$ cat config.mk
export PLATFORM = sky130hd
export DESIGN_NAME = tunnel_link_supervisor
export DESIGN_NICKNAME = d
export VERILOG_FILES = /design/src/tls_pkg.sv /design/src/tls_div.sv /design/src/tls_datapath.sv /design/src/tls_ctrl.sv /design/src/tunnel_link_supervisor.sv
export SDC_FILE = /design/constraint.sdc
export NUM_CORES = 2
export LEC_CHECK = 0
export BUFFER_PORTS_ARGS = -buffer_cell sky130_fd_sc_hd__buf_4
export CORE_MARGIN = 5
export CORE_UTILIZATION = 56
export DETAILED_ROUTE_END_ITERATION = 10
export PLACE_DENSITY = 0.77
export SYNTH_ARGS = -nofsm -noshare
export SYNTH_HDL_FRONTEND = slang
export SYNTH_HIERARCHICAL = 1
export SYNTH_SLANG_ARGS = --single-unit
$ cat constraint.sdc
create_clock -name clk -period 7.73 [get_ports clk]
set_input_delay 1.546 -clock clk [delete_from_list [all_inputs] [get_ports clk]]
set_output_delay 1.546 -clock clk [all_outputs]
set_load 0.02 [all_outputs]
$ cat src/tls_pkg.sv
// ----------------------------------------------------------------------------
// tls_pkg
// Shared types and constants for the tunnel link supervisor: phase codes,
// configuration register indexes, field widths and the controller/datapath
// command and status bundles.
// ----------------------------------------------------------------------------
package tls_pkg;

    localparam int DATA_W   = 32;
    localparam int CFG_W    = 16;
    localparam int CFG_IDX_W = 2;
    localparam int PHASE_W  = 3;
    localparam int SIG_W    = 8;
    localparam int SCALE_W  = 10;

    // Stream payload widths (fields packed from bit 0, padded to bytes)
    localparam int IN_DATA_W  = 144;
    localparam int IN_USER_W  = 1;
    localparam int OUT_DATA_W = 176;

    // Link phases
    localparam logic [PHASE_W-1:0] PH_BOOT        = 3'd0;
    localparam logic [PHASE_W-1:0] PH_CONNECTING  = 3'd1;
    localparam logic [PHASE_W-1:0] PH_HANDSHAKING = 3'd2;
    localparam logic [PHASE_W-1:0] PH_ONLINE      = 3'd3;
    localparam logic [PHASE_W-1:0] PH_STALLED     = 3'd4;
    localparam logic [PHASE_W-1:0] PH_LOST        = 3'd5;
    localparam logic [PHASE_W-1:0] PH_ERROR       = 3'd6;

    // Request kinds
    localparam logic REQ_START = 1'b0;
    localparam logic REQ_POLL  = 1'b1;

    // Configuration register indexes
    localparam logic [CFG_IDX_W-1:0] CFG_CONNECT_TIMEOUT = 2'd0;
    localparam logic [CFG_IDX_W-1:0] CFG_RETRY_BACKOFF   = 2'd1;
    localparam logic [CFG_IDX_W-1:0] CFG_SAMPLE_PERIOD   = 2'd2;

    // Configuration reset values
    localparam logic [CFG_W-1:0] CONNECT_TIMEOUT_RST = 16'd15000;
    localparam logic [CFG_W-1:0] RETRY_BACKOFF_RST   = 16'd5000;
    localparam logic [CFG_W-1:0] SAMPLE_PERIOD_RST   = 16'd500;

    // Bytes per ms to bytes per second
    localparam logic [SCALE_W-1:0] RATE_SCALE = 10'd1000;

    // Controller to datapath
    typedef struct packed {
        logic load_in;
        logic step;
        logic mul;
        logic smooth;
        logic load_out;
    } tls_cmd_t;

    // Datapath to controller
    typedef struct packed {
        logic sample_go;
        logic div_done;
    } tls_status_t;

endpackage

$ cat src/tls_div.sv
// ----------------------------------------------------------------------------
// tls_div
// Restoring unsigned divider, one quotient bit per cycle. A start pulse loads
// the operands; done rises after W steps and holds until the next start.
// ----------------------------------------------------------------------------
module tls_div #(
    parameter int W = 32
) (
    input  logic         clk,
    input  logic         rst_n,
    input  logic         start,
    input  logic [W-1:0] dividend,
    input  logic [W-1:0] divisor,
    output logic [W-1:0] quotient,
    output logic         done
);

    localparam int CNT_W = $clog2(W);

    logic [W-1:0]     quo_reg;
    logic [W-1:0]     rem_reg;
    logic [W-1:0]     dvs_reg;
    logic [CNT_W-1:0] cnt_reg;
    logic             busy_reg;
    logic             done_reg;

    logic [W:0] rem_shift;
    logic [W:0] diff;

    // One trial subtraction per step
    assign rem_shift = {rem_reg, quo_reg[W-1]};
    assign diff      = rem_shift - {1'b0, dvs_reg};

    // Operand and partial result registers
    always_ff @(posedge clk)
    begin
        if (start)
        begin
            quo_reg <= dividend;
            rem_reg <= '0;
            dvs_reg <= divisor;
        end
        else if (busy_reg)
        begin
            if (!diff[W])
            begin
                rem_reg <= diff[W-1:0];
                quo_reg <= {quo_reg[W-2:0], 1'b1};
            end
            else
            begin
                rem_reg <= rem_shift[W-1:0];
                quo_reg <= {quo_reg[W-2:0], 1'b0};
            end
        end
    end

    // Step counter and handshake flags
    always_ff @(posedge clk or negedge rst_n)
    begin
        if (!rst_n)
        begin
            cnt_reg  <= '0;
            busy_reg <= 1'b0;
            done_reg <= 1'b0;
        end
        else if (start)
        begin
            cnt_reg  <= '0;
            busy_reg <= 1'b1;
            done_reg <= 1'b0;
        end
        else if (busy_reg)
        begin
            cnt_reg <= cnt_reg + 1'b1;
            if (cnt_reg == CNT_W'(W - 1))
            begin
                busy_reg <= 1'b0;
                done_reg <= 1'b1;
            end
        end
    end

    assign quotient = quo_reg;
    assign done     = done_reg;

endmodule

$ cat src/tls_datapath.sv
// ----------------------------------------------------------------------------
// tls_datapath
// Link state registers, configuration registers, phase update logic,
// throughput sampling with two dividers, rate smoothing and the result
// register.
// ----------------------------------------------------------------------------
module tls_datapath (
    input  logic                          clk,
    input  logic                          rst_n,
    input  tls_pkg::tls_cmd_t             cmd,
    output tls_pkg::tls_status_t          status,
    input  logic [tls_pkg::IN_DATA_W-1:0] in_data,
    input  logic [tls_pkg::IN_USER_W-1:0] in_user,
    input  logic                          cfg_we,
    input  logic [tls_pkg::CFG_IDX_W-1:0] cfg_idx,
    input  logic [tls_pkg::CFG_W-1:0]     cfg_wdata,
    output logic [tls_pkg::OUT_DATA_W-1:0] out_data
);

    import tls_pkg::*;

    // Latched input item
    logic [IN_DATA_W-1:0] in_data_reg;
    logic                 req_reg;

    logic [DATA_W-1:0] now_ms;
    logic              keys_ok;
    logic              link_up;
    logic              start_ok;
    logic              peer_up;
    logic [DATA_W-1:0] since_hs;
    logic [DATA_W-1:0] tx_total;
    logic [DATA_W-1:0] rx_total;
    logic [SIG_W-1:0]  signal_dbm;

    // Configuration
    logic [CFG_W-1:0] timeout_reg;
    logic [CFG_W-1:0] backoff_reg;
    logic [CFG_W-1:0] period_reg;

    // Link state
    logic [PHASE_W-1:0] phase_reg,   phase_next;
    logic [DATA_W-1:0]  entered_reg, entered_next;
    logic [DATA_W-1:0]  hs_reg,      hs_next;
    logic [DATA_W-1:0]  up_reg,      up_next;
    logic [DATA_W-1:0]  ago_reg,     ago_next;
    logic [DATA_W-1:0]  txl_reg,     txl_next;
    logic [DATA_W-1:0]  rxl_reg,     rxl_next;
    logic [SIG_W-1:0]   sig_reg,     sig_next;
    logic               flag_reg,    flag_next;

    // Sampling state
    logic [DATA_W-1:0] last_sample_reg;
    logic [DATA_W-1:0] prev_tx_reg;
    logic [DATA_W-1:0] prev_rx_reg;
    logic [DATA_W-1:0] dt_reg;
    logic [DATA_W-1:0] tx_rate_reg;
    logic [DATA_W-1:0] rx_rate_reg;

    logic [DATA_W-1:0] elapsed;
    logic [DATA_W-1:0] dt;
    logic [DATA_W-1:0] dtx;
    logic [DATA_W-1:0] drx;
    logic [DATA_W+SCALE_W-1:0] tx_prod;
    logic [DATA_W+SCALE_W-1:0] rx_prod;
    logic [DATA_W-1:0] tx_q;
    logic [DATA_W-1:0] rx_q;
    logic              tx_done;
    logic              rx_done;
    logic [DATA_W-1:0] tx_sum;
    logic [DATA_W-1:0] rx_sum;

    // Input field unpacking
    assign now_ms     = in_data_reg[31:0];
    assign keys_ok    = in_data_reg[32];
    assign link_up    = in_data_reg[33];
    assign start_ok   = in_data_reg[34];
    assign peer_up    = in_data_reg[35];
    assign since_hs   = in_data_reg[67:36];
    assign tx_total   = in_data_reg[99:68];
    assign rx_total   = in_data_reg[131:100];
    assign signal_dbm = in_data_reg[139:132];

    always_ff @(posedge clk)
    begin
        if (cmd.load_in)
        begin
            in_data_reg <= in_data;
            req_reg     <= in_user[0];
        end
    end

    // Configuration writes
    always_ff @(posedge clk or negedge rst_n)
    begin
        if (!rst_n)
        begin
            timeout_reg <= CONNECT_TIMEOUT_RST;
            backoff_reg <= RETRY_BACKOFF_RST;
            period_reg  <= SAMPLE_PERIOD_RST;
        end
        else if (cfg_we)
        begin
            unique case (cfg_idx)
                CFG_CONNECT_TIMEOUT: timeout_reg <= cfg_wdata;
                CFG_RETRY_BACKOFF:   backoff_reg <= cfg_wdata;
                CFG_SAMPLE_PERIOD:   period_reg  <= cfg_wdata;
                default: ;
            endcase
        end
    end

    // Phase update for one item
    assign elapsed = now_ms - entered_reg;

    always_comb
    begin
        phase_next   = phase_reg;
        entered_next = entered_reg;
        hs_next      = hs_reg;
        up_next      = up_reg;
        ago_next     = ago_reg;
        txl_next     = txl_reg;
        rxl_next     = rxl_reg;
        sig_next     = sig_reg;
        flag_next    = 1'b0;
        if (req_reg == REQ_START)
        begin
            entered_next = now_ms;
            if (keys_ok)
            begin
                phase_next = PH_CONNECTING;
                flag_next  = 1'b1;
            end
            else
            begin
                phase_next = PH_ERROR;
            end
        end
        else
        begin
            unique case (phase_reg) inside
                PH_BOOT:
                begin
                    phase_next   = PH_CONNECTING;
                    entered_next = now_ms;
                end
                PH_CONNECTING:
                begin
                    if (link_up)
                    begin
                        sig_next     = signal_dbm;
                        phase_next   = start_ok ? PH_HANDSHAKING : PH_ERROR;
                        entered_next = now_ms;
                    end
                    else if (elapsed > {{(DATA_W-CFG_W){1'b0}}, timeout_reg})
                    begin
                        phase_next   = PH_LOST;
                        entered_next = now_ms;
                    end
                end
                PH_LOST:
                begin
                    if (elapsed > {{(DATA_W-CFG_W){1'b0}}, backoff_reg})
                    begin
                        phase_next   = PH_CONNECTING;
                        entered_next = now_ms;
                    end
                end
                PH_HANDSHAKING, PH_ONLINE, PH_STALLED:
                begin
                    if (peer_up)
                    begin
                        if (phase_reg != PH_ONLINE)
                        begin
                            hs_next = hs_reg + 1'b1;
                            up_next = '0;
                        end
                        ago_next     = since_hs;
                        txl_next     = tx_total;
                        rxl_next     = rx_total;
                        phase_next   = PH_ONLINE;
                        entered_next = now_ms;
                    end
                    else if (phase_reg == PH_ONLINE)
                    begin
                        phase_next   = PH_STALLED;
                        entered_next = now_ms;
                    end
                    sig_next = signal_dbm;
                    if (!link_up)
                    begin
                        phase_next   = PH_LOST;
                        entered_next = now_ms;
                    end
                end
                default: ;
            endcase
        end
    end

    // Sample decision: a zero period behaves like one
    assign dt = now_ms - last_sample_reg;
    assign status.sample_go = (req_reg == REQ_POLL) && (dt != '0)
                              && (dt >= {{(DATA_W-CFG_W){1'b0}}, period_reg});

    // Byte deltas scaled to per-second, wrapped to 32 bits
    assign dtx     = txl_reg - prev_tx_reg;
    assign drx     = rxl_reg - prev_rx_reg;
    assign tx_prod = dtx * RATE_SCALE;
    assign rx_prod = drx * RATE_SCALE;

    tls_div #(.W(DATA_W)) u_tx_div (
        .clk      (clk),
        .rst_n    (rst_n),
        .start    (cmd.mul),
        .dividend (tx_prod[DATA_W-1:0]),
        .divisor  (dt_reg),
        .quotient (tx_q),
        .done     (tx_done)
    );

    tls_div #(.W(DATA_W)) u_rx_div (
        .clk      (clk),
        .rst_n    (rst_n),
        .start    (cmd.mul),
        .dividend (rx_prod[DATA_W-1:0]),
        .divisor  (dt_reg),
        .quotient (rx_q),
        .done     (rx_done)
    );

    assign status.div_done = tx_done && rx_done;

    // (3*old + new) wrapped, then divided by 4
    assign tx_sum = {tx_rate_reg[DATA_W-2:0], 1'b0} + tx_rate_reg + tx_q;
    assign rx_sum = {rx_rate_reg[DATA_W-2:0], 1'b0} + rx_rate_reg + rx_q;

    // State registers
    always_ff @(posedge clk or negedge rst_n)
    begin
        if (!rst_n)
        begin
            phase_reg       <= PH_BOOT;
            entered_reg     <= '0;
            hs_reg          <= '0;
            up_reg          <= '0;
            ago_reg         <= '0;
            txl_reg         <= '0;
            rxl_reg         <= '0;
            sig_reg         <= '0;
            flag_reg        <= 1'b0;
            last_sample_reg <= '0;
            prev_tx_reg     <= '0;
            prev_rx_reg     <= '0;
            dt_reg          <= '0;
            tx_rate_reg     <= '0;
            rx_rate_reg     <= '0;
        end
        else
        begin
            if (cmd.step)
            begin
                phase_reg   <= phase_next;
                entered_reg <= entered_next;
                hs_reg      <= hs_next;
                up_reg      <= up_next;
                ago_reg     <= ago_next;
                txl_reg     <= txl_next;
                rxl_reg     <= rxl_next;
                sig_reg     <= sig_next;
                flag_reg    <= flag_next;
                dt_reg      <= dt;
            end
            if (cmd.mul)
            begin
                last_sample_reg <= now_ms;
                prev_tx_reg     <= txl_reg;
                prev_rx_reg     <= rxl_reg;
            end
            if (cmd.smooth)
            begin
                tx_rate_reg <= {2'b00, tx_sum[DATA_W-1:2]};
                rx_rate_reg <= {2'b00, rx_sum[DATA_W-1:2]};
                if (phase_reg == PH_ONLINE)
                begin
                    up_reg <= up_reg + dt_reg;
                end
            end
        end
    end

    // Result register
    always_ff @(posedge clk)
    begin
        if (cmd.load_out)
        begin
            out_data <= {4'b0000, flag_reg, sig_reg, ago_reg, rx_rate_reg,
                         tx_rate_reg, up_reg, hs_reg, phase_reg};
        end
    end

endmodule

$ cat src/tls_ctrl.sv
// ----------------------------------------------------------------------------
// tls_ctrl
// Sequencer for one item: latch, phase update, optional rate sample through
// the dividers, smoothing, then hand-off to the output register.
// ----------------------------------------------------------------------------
module tls_ctrl (
    input  logic                 clk,
    input  logic                 rst_n,
    input  logic                 in_valid,
    output logic                 in_ready,
    output logic                 out_valid,
    input  logic                 out_ready,
    output tls_pkg::tls_cmd_t    cmd,
    input  tls_pkg::tls_status_t status
);

    import tls_pkg::*;

    localparam logic [2:0] ST_IDLE   = 3'd0;
    localparam logic [2:0] ST_STEP   = 3'd1;
    localparam logic [2:0] ST_MUL    = 3'd2;
    localparam logic [2:0] ST_DIV    = 3'd3;
    localparam logic [2:0] ST_SMOOTH = 3'd4;
    localparam logic [2:0] ST_DONE   = 3'd5;

    logic [2:0] state_reg, state_next;
    logic       out_valid_reg;

    // Commands
    assign in_ready     = (state_reg == ST_IDLE);
    assign cmd.load_in  = in_valid && in_ready;
    assign cmd.step     = (state_reg == ST_STEP);
    assign cmd.mul      = (state_reg == ST_MUL);
    assign cmd.smooth   = (state_reg == ST_SMOOTH);
    assign cmd.load_out = (state_reg == ST_DONE) && (!out_valid_reg || out_ready);

    // Next state
    always_comb
    begin
        state_next = state_reg;
        unique case (state_reg)
            ST_IDLE:   if (in_valid) state_next = ST_STEP;
            ST_STEP:   state_next = status.sample_go ? ST_MUL : ST_DONE;
            ST_MUL:    state_next = ST_DIV;
            ST_DIV:    if (status.div_done) state_next = ST_SMOOTH;
            ST_SMOOTH: state_next = ST_DONE;
            ST_DONE:   if (cmd.load_out) state_next = ST_IDLE;
            default:   state_next = ST_IDLE;
        endcase
    end

    always_ff @(posedge clk or negedge rst_n)
    begin
        if (!rst_n)
        begin
            state_reg     <= ST_IDLE;
            out_valid_reg <= 1'b0;
        end
        else
        begin
            state_reg <= state_next;
            if (cmd.load_out)
            begin
                out_valid_reg <= 1'b1;
            end
            else if (out_ready)
            begin
                out_valid_reg <= 1'b0;
            end
        end
    end

    assign out_valid = out_valid_reg;

endmodule

$ cat src/tunnel_link_supervisor.sv
// ----------------------------------------------------------------------------
// tunnel_link_supervisor
// Sequence: each item is latched and stepped; a poll that takes a rate sample
//   then runs the two 32-step dividers and smoothing before the result loads.
// Flow: a new item is taken only once the last one has loaded the result;
//   the next item is taken while a finished result waits on the output.
// Reset: rst_n is asynchronous, active low; it returns the link to boot,
//   clears all counters and rates and restores the register defaults.
// ----------------------------------------------------------------------------
module tunnel_link_supervisor (
    input  logic                           clk,
    input  logic                           rst_n,
    // Input items
    input  logic                           s_tvalid,
    output logic                           s_tready,
    // now_ms[31:0], keys_ok[32], link_up[33], start_ok[34], peer_up[35],
    // since_handshake_ms[67:36], tx_total[99:68], rx_total[131:100],
    // signal_dbm[139:132], zero pad[143:140]
    input  logic [tls_pkg::IN_DATA_W-1:0]  s_tdata,
    // req_type[0]
    input  logic [tls_pkg::IN_USER_W-1:0]  s_tuser,
    // Result items
    output logic                           m_tvalid,
    input  logic                           m_tready,
    // link_state[2:0], handshake_count[34:3], uptime_ms[66:35],
    // tx_rate[98:67], rx_rate[130:99], last_handshake_ago[162:131],
    // signal_latched[170:163], start_ok_flag[171], zero pad[175:172]
    output logic [tls_pkg::OUT_DATA_W-1:0] m_tdata,
    // Configuration writes
    input  logic                           cfg_valid,
    output logic                           cfg_ready,
    input  logic [tls_pkg::CFG_IDX_W-1:0]  cfg_index,
    input  logic [tls_pkg::CFG_W-1:0]      cfg_data
);

    import tls_pkg::*;

    tls_cmd_t    cmd;
    tls_status_t status;

    // Registers are always writable
    assign cfg_ready = 1'b1;

    tls_ctrl u_ctrl (
        .clk       (clk),
        .rst_n     (rst_n),
        .in_valid  (s_tvalid),
        .in_ready  (s_tready),
        .out_valid (m_tvalid),
        .out_ready (m_tready),
        .cmd       (cmd),
        .status    (status)
    );

    tls_datapath u_dp (
        .clk       (clk),
        .rst_n     (rst_n),
        .cmd       (cmd),
        .status    (status),
        .in_data   (s_tdata),
        .in_user   (s_tuser),
        .cfg_we    (cfg_valid && cfg_ready),
        .cfg_idx   (cfg_index),
        .cfg_wdata (cfg_data),
        .out_data  (m_tdata)
    );

endmodule

==> summary.md <==
| Metric | Value |
|---|---|
| Top Ports | `347` |
| Ratio of cells with drive above 1 in the final layout | `16.1%` |
| Hold path depth | `0` |
| Library cells used by synthesis | `98` |
| Synth Area in Compound Gates | `12.3%` |
| Fin area | `65700 µm²` |
| Initial Util | `56.2%` |
| Post-synthesis mux area share | `7.17%` |
| Hold crit path type | `reg -> reg` |
| Std-Cell Core Area | `103000 µm²` |
| Die width | `332 µm` |
| Hpwl dp | `96400 µm` |
| Relative slew slack | `26.1%` |
| Adder-cell share of the synthesized area | `17.0%` |
| Pin count of the biggest net entering global routing | `200` |
| Ys async rst share | `47.4%` |
| P&R area growth vs syn | `13.2%` |
| Multi-input logic area | `30000 µm²` |
| DRT iter0 DRCs | `2923` |
| Synth area leader | `edfxtp_1` |
| Number of port buffers | `327` |
| Commonest cells post-synth | `569 x inv_1, 431 x edfxtp_1, 428 x dfrtp_1, 424 x ha_1, 402 x nand2_1` |
| Post-Synthesis Cells | `5281` |
| CTS buffer count | `100` |
| Worst-Margin Slew | `1.11 ns` |
| Grt ovf | `0` |
| H-tree depth | `3` |
| Number of clock sinks | `941` |
| Rows | `118` |
| Critical path type | `reg -> reg` |
| YS warnings | `6` |
| Synth Area in Simple Gates | `9.33%` |
| Die ar. | `110000 µm²` |
| CP arrival | `7.75 ns` |
| Via Count | `40200` |
| Crit end category | `flop` |
| Cts repair resizes | `0` |
| Clock Tree Root | `clkbuf_16` |
| Status | `finished clean` |
| Critical path required time | `8.17 ns` |
| CP Launch Type | `flop` |
| TNS Setup | `0 ns` |
| Initial antenna violation count | `7` |
| Endpoints failing setup | `0` |
| Max-Cap Viols | `0` |
| Die Y | `332 µm` |
| Fillcell total | `7932` |
| Largest register FFs | `168` |
| Global Route Usage Sum | `23.4%` |
| Dpl cells | `6914` |
| Clock Tree Buf Depth | `3` |
| Gp weighted congestion | `0.905` |
| Max Fclk | `0.137 GHz` |
| Cell area after synthesis | `58000 µm²` |
| Mapped Avg Cell Area | `11.0 µm²` |
| Main combinational cell family by area after synthesis | `adder cells` |
| TritonRoute pass-1 iters | `6` |
| #FFs+latches synth | `941` |
| First-pass GRT wire length | `211000 µm` |
| Vias in the first global route | `40100` |
| Final hold violations | `0` |
| Hold_buf cts | `0` |
| CTS tree | `yes` |
| Clk_lat worst skew | `0.70 ns` |
| Xor/xnor share of the synthesized area | `5.64%` |
| # Post-CTS Setup Buffers | `0` |
| Count leader, synth | `inv_1` |
| Worst Clk Skew | `0.0467 ns` |
| Crit Path Max Fanout | `7` |
| Top-area cell type share of the netlist area | `22.3%` |
| DP Area | `62100 µm²` |
| Post-synth EDFFs | `431` |
| Register area share after synthesis | `43.8%` |
| Number of remaining DRC errors | `0` |
| Final nets | `6453` |
| Clock slew at reported path FFs | `0.06 ns` |
| Dominant synthesized flop cell | `edfxtp_1` |
| Routed wire per std cell | `18.4 µm` |
| Layout Cells excl Fill | `7109` |
| Final Critical Period | `7.31 ns` |
| Fin crit share | `94.6%` |
| Register Area | `25400 µm²` |
| Synth area leaders | `edfxtp_1 22%, dfrtp_1 18%, ha_1 9.2%` |
| Final ANT Viol Nets | `0` |
| Post-Route WL | `131000 µm` |
| R2r worst-path depth | `27` |
| Slew Limit Fails | `0` |
| DR vias/cell | `5.65` |
final timing paths:
kind / from / to / slack [ns]
hold reg to reg: u_dp/ago_reg[4] / u_dp/out_data[135] / 0.44
setup reg to reg: u_dp/rxl_reg[1] / u_dp/u_rx_div/quotient[31] / 0.42
setup / recovery: u_dp/rxl_reg[1] / u_dp/u_rx_div/quotient[31] / 0.42
max in group asynchronous: rst_n / u_dp/prev_rx_reg[7] / 5.32
min in group asynchronous: rst_n / u_dp/sig_reg[6] / 0.91
hold / removal: u_dp/ago_reg[4] / u_dp/out_data[135] / 0.44
per-layer routing:
| layer | up-vias | track usage [%] | routed length (µm) |
|---|---|---|---|
| met5 | - | 0 | 0 |
| met4 | 0 | 7.44 | 3670 |
| met3 | 219 | 4.52 | 8370 |
| met2 | 1024 | 37.2 | 60300 |
| met1 | 19600 | 32.7 | 58300 |
| li1 | 19300 | - | - |
worst max-delay path: stages, from the launching register on:
cell and delay (ns):
dfrtp_1 0.42, ha_1 0.30, nor2b_1 0.16, o31ai_1 0.33
a211oi_1 0.16, o31ai_1 0.28, buf_4 0.19, a21oi_1 0.06
nor2_1 0.19, o21bai_1 0.10, a21o_1 0.19, xor2_1 0.14
buf_4 0.18, xnor2_1 0.35, xnor2_1 0.20, fa_1 0.47
fa_1 0.49, fa_1 0.52, inv_1 0.04, ha_1 0.36
a21o_1 0.18, a21o_1 0.17, a21oi_1 0.22, a21bo_2 0.27
a41oi_1 0.29, a21oi_1 0.11, xnor3_1 0.43, mux2_2 0.29
cell families after synthesis:
kind of cell / count (synthesis)
simple gates: 1143
compound gates: 1104
flops: 941
buf+inv: 705
fa+ha+maj: 653
mux: 367
xor+xnor: 366
other cells: 2
metrics by stage:
step / util [%] / setup slack, ns / hold WS [ns]
6_report: 63.6 / 0.419 / 0.441
4_1_cts: 63.5 / 0.243 / 0.442
3_3_place_gp: 60.1 / 0.463 / 0.424
2_1_floorplan: - / 0.497 / 0.419
5_1_grt: 63.6 / -0.00144 / 0.448
3_5_place_dp: 60.1 / 0.278 / 0.430
layout by cell type (no fill, tap or decap), types with 19 or more instances in the layout:
master,Yosys,layout
nand2b_1,58,57
o31ai_1,21,19
o21a_1,44,44
a21oi_1,288,288
a31oi_1,32,32
o211ai_1,25,25
a211oi_1,79,79
ha_1,424,424
mux2_2,270,270
edfxtp_1,431,431
nand4_1,37,37
o21bai_1,34,34
a21o_1,135,135
fa_1,225,225
mux2i_1,68,68
nor2b_1,44,44
nor2_1,261,260
o21ai_0,263,262
buf_4,9,370
clkbuf_1,108,21
xnor2_1,252,246
clkbuf_16,0,107
dfrtp_1,428,428
nand2_1,402,402
xor2_1,110,109
nor3_1,76,74
nand3_1,96,96
inv_1,569,569
and3_1,39,39
or3_1,27,27
mux2_4,29,29
dfxtp_1,64,64
cell type report:
type,count,area share [%]
Tap cell,1380,2.63
Inverter,570,3.26
Multi-Input combinational cell,3648,45.7
Clock buffer,140,4.45
Clock inverter,48,0.892
Antenna cell,7,0.0267
Sequential cell,941,38.7
Timing Repair Buffer,375,4.38
Power is left out: the tool's default activity adds up to more than one toggle a clock period on the data nets, which glitch-free logic cannot reach.
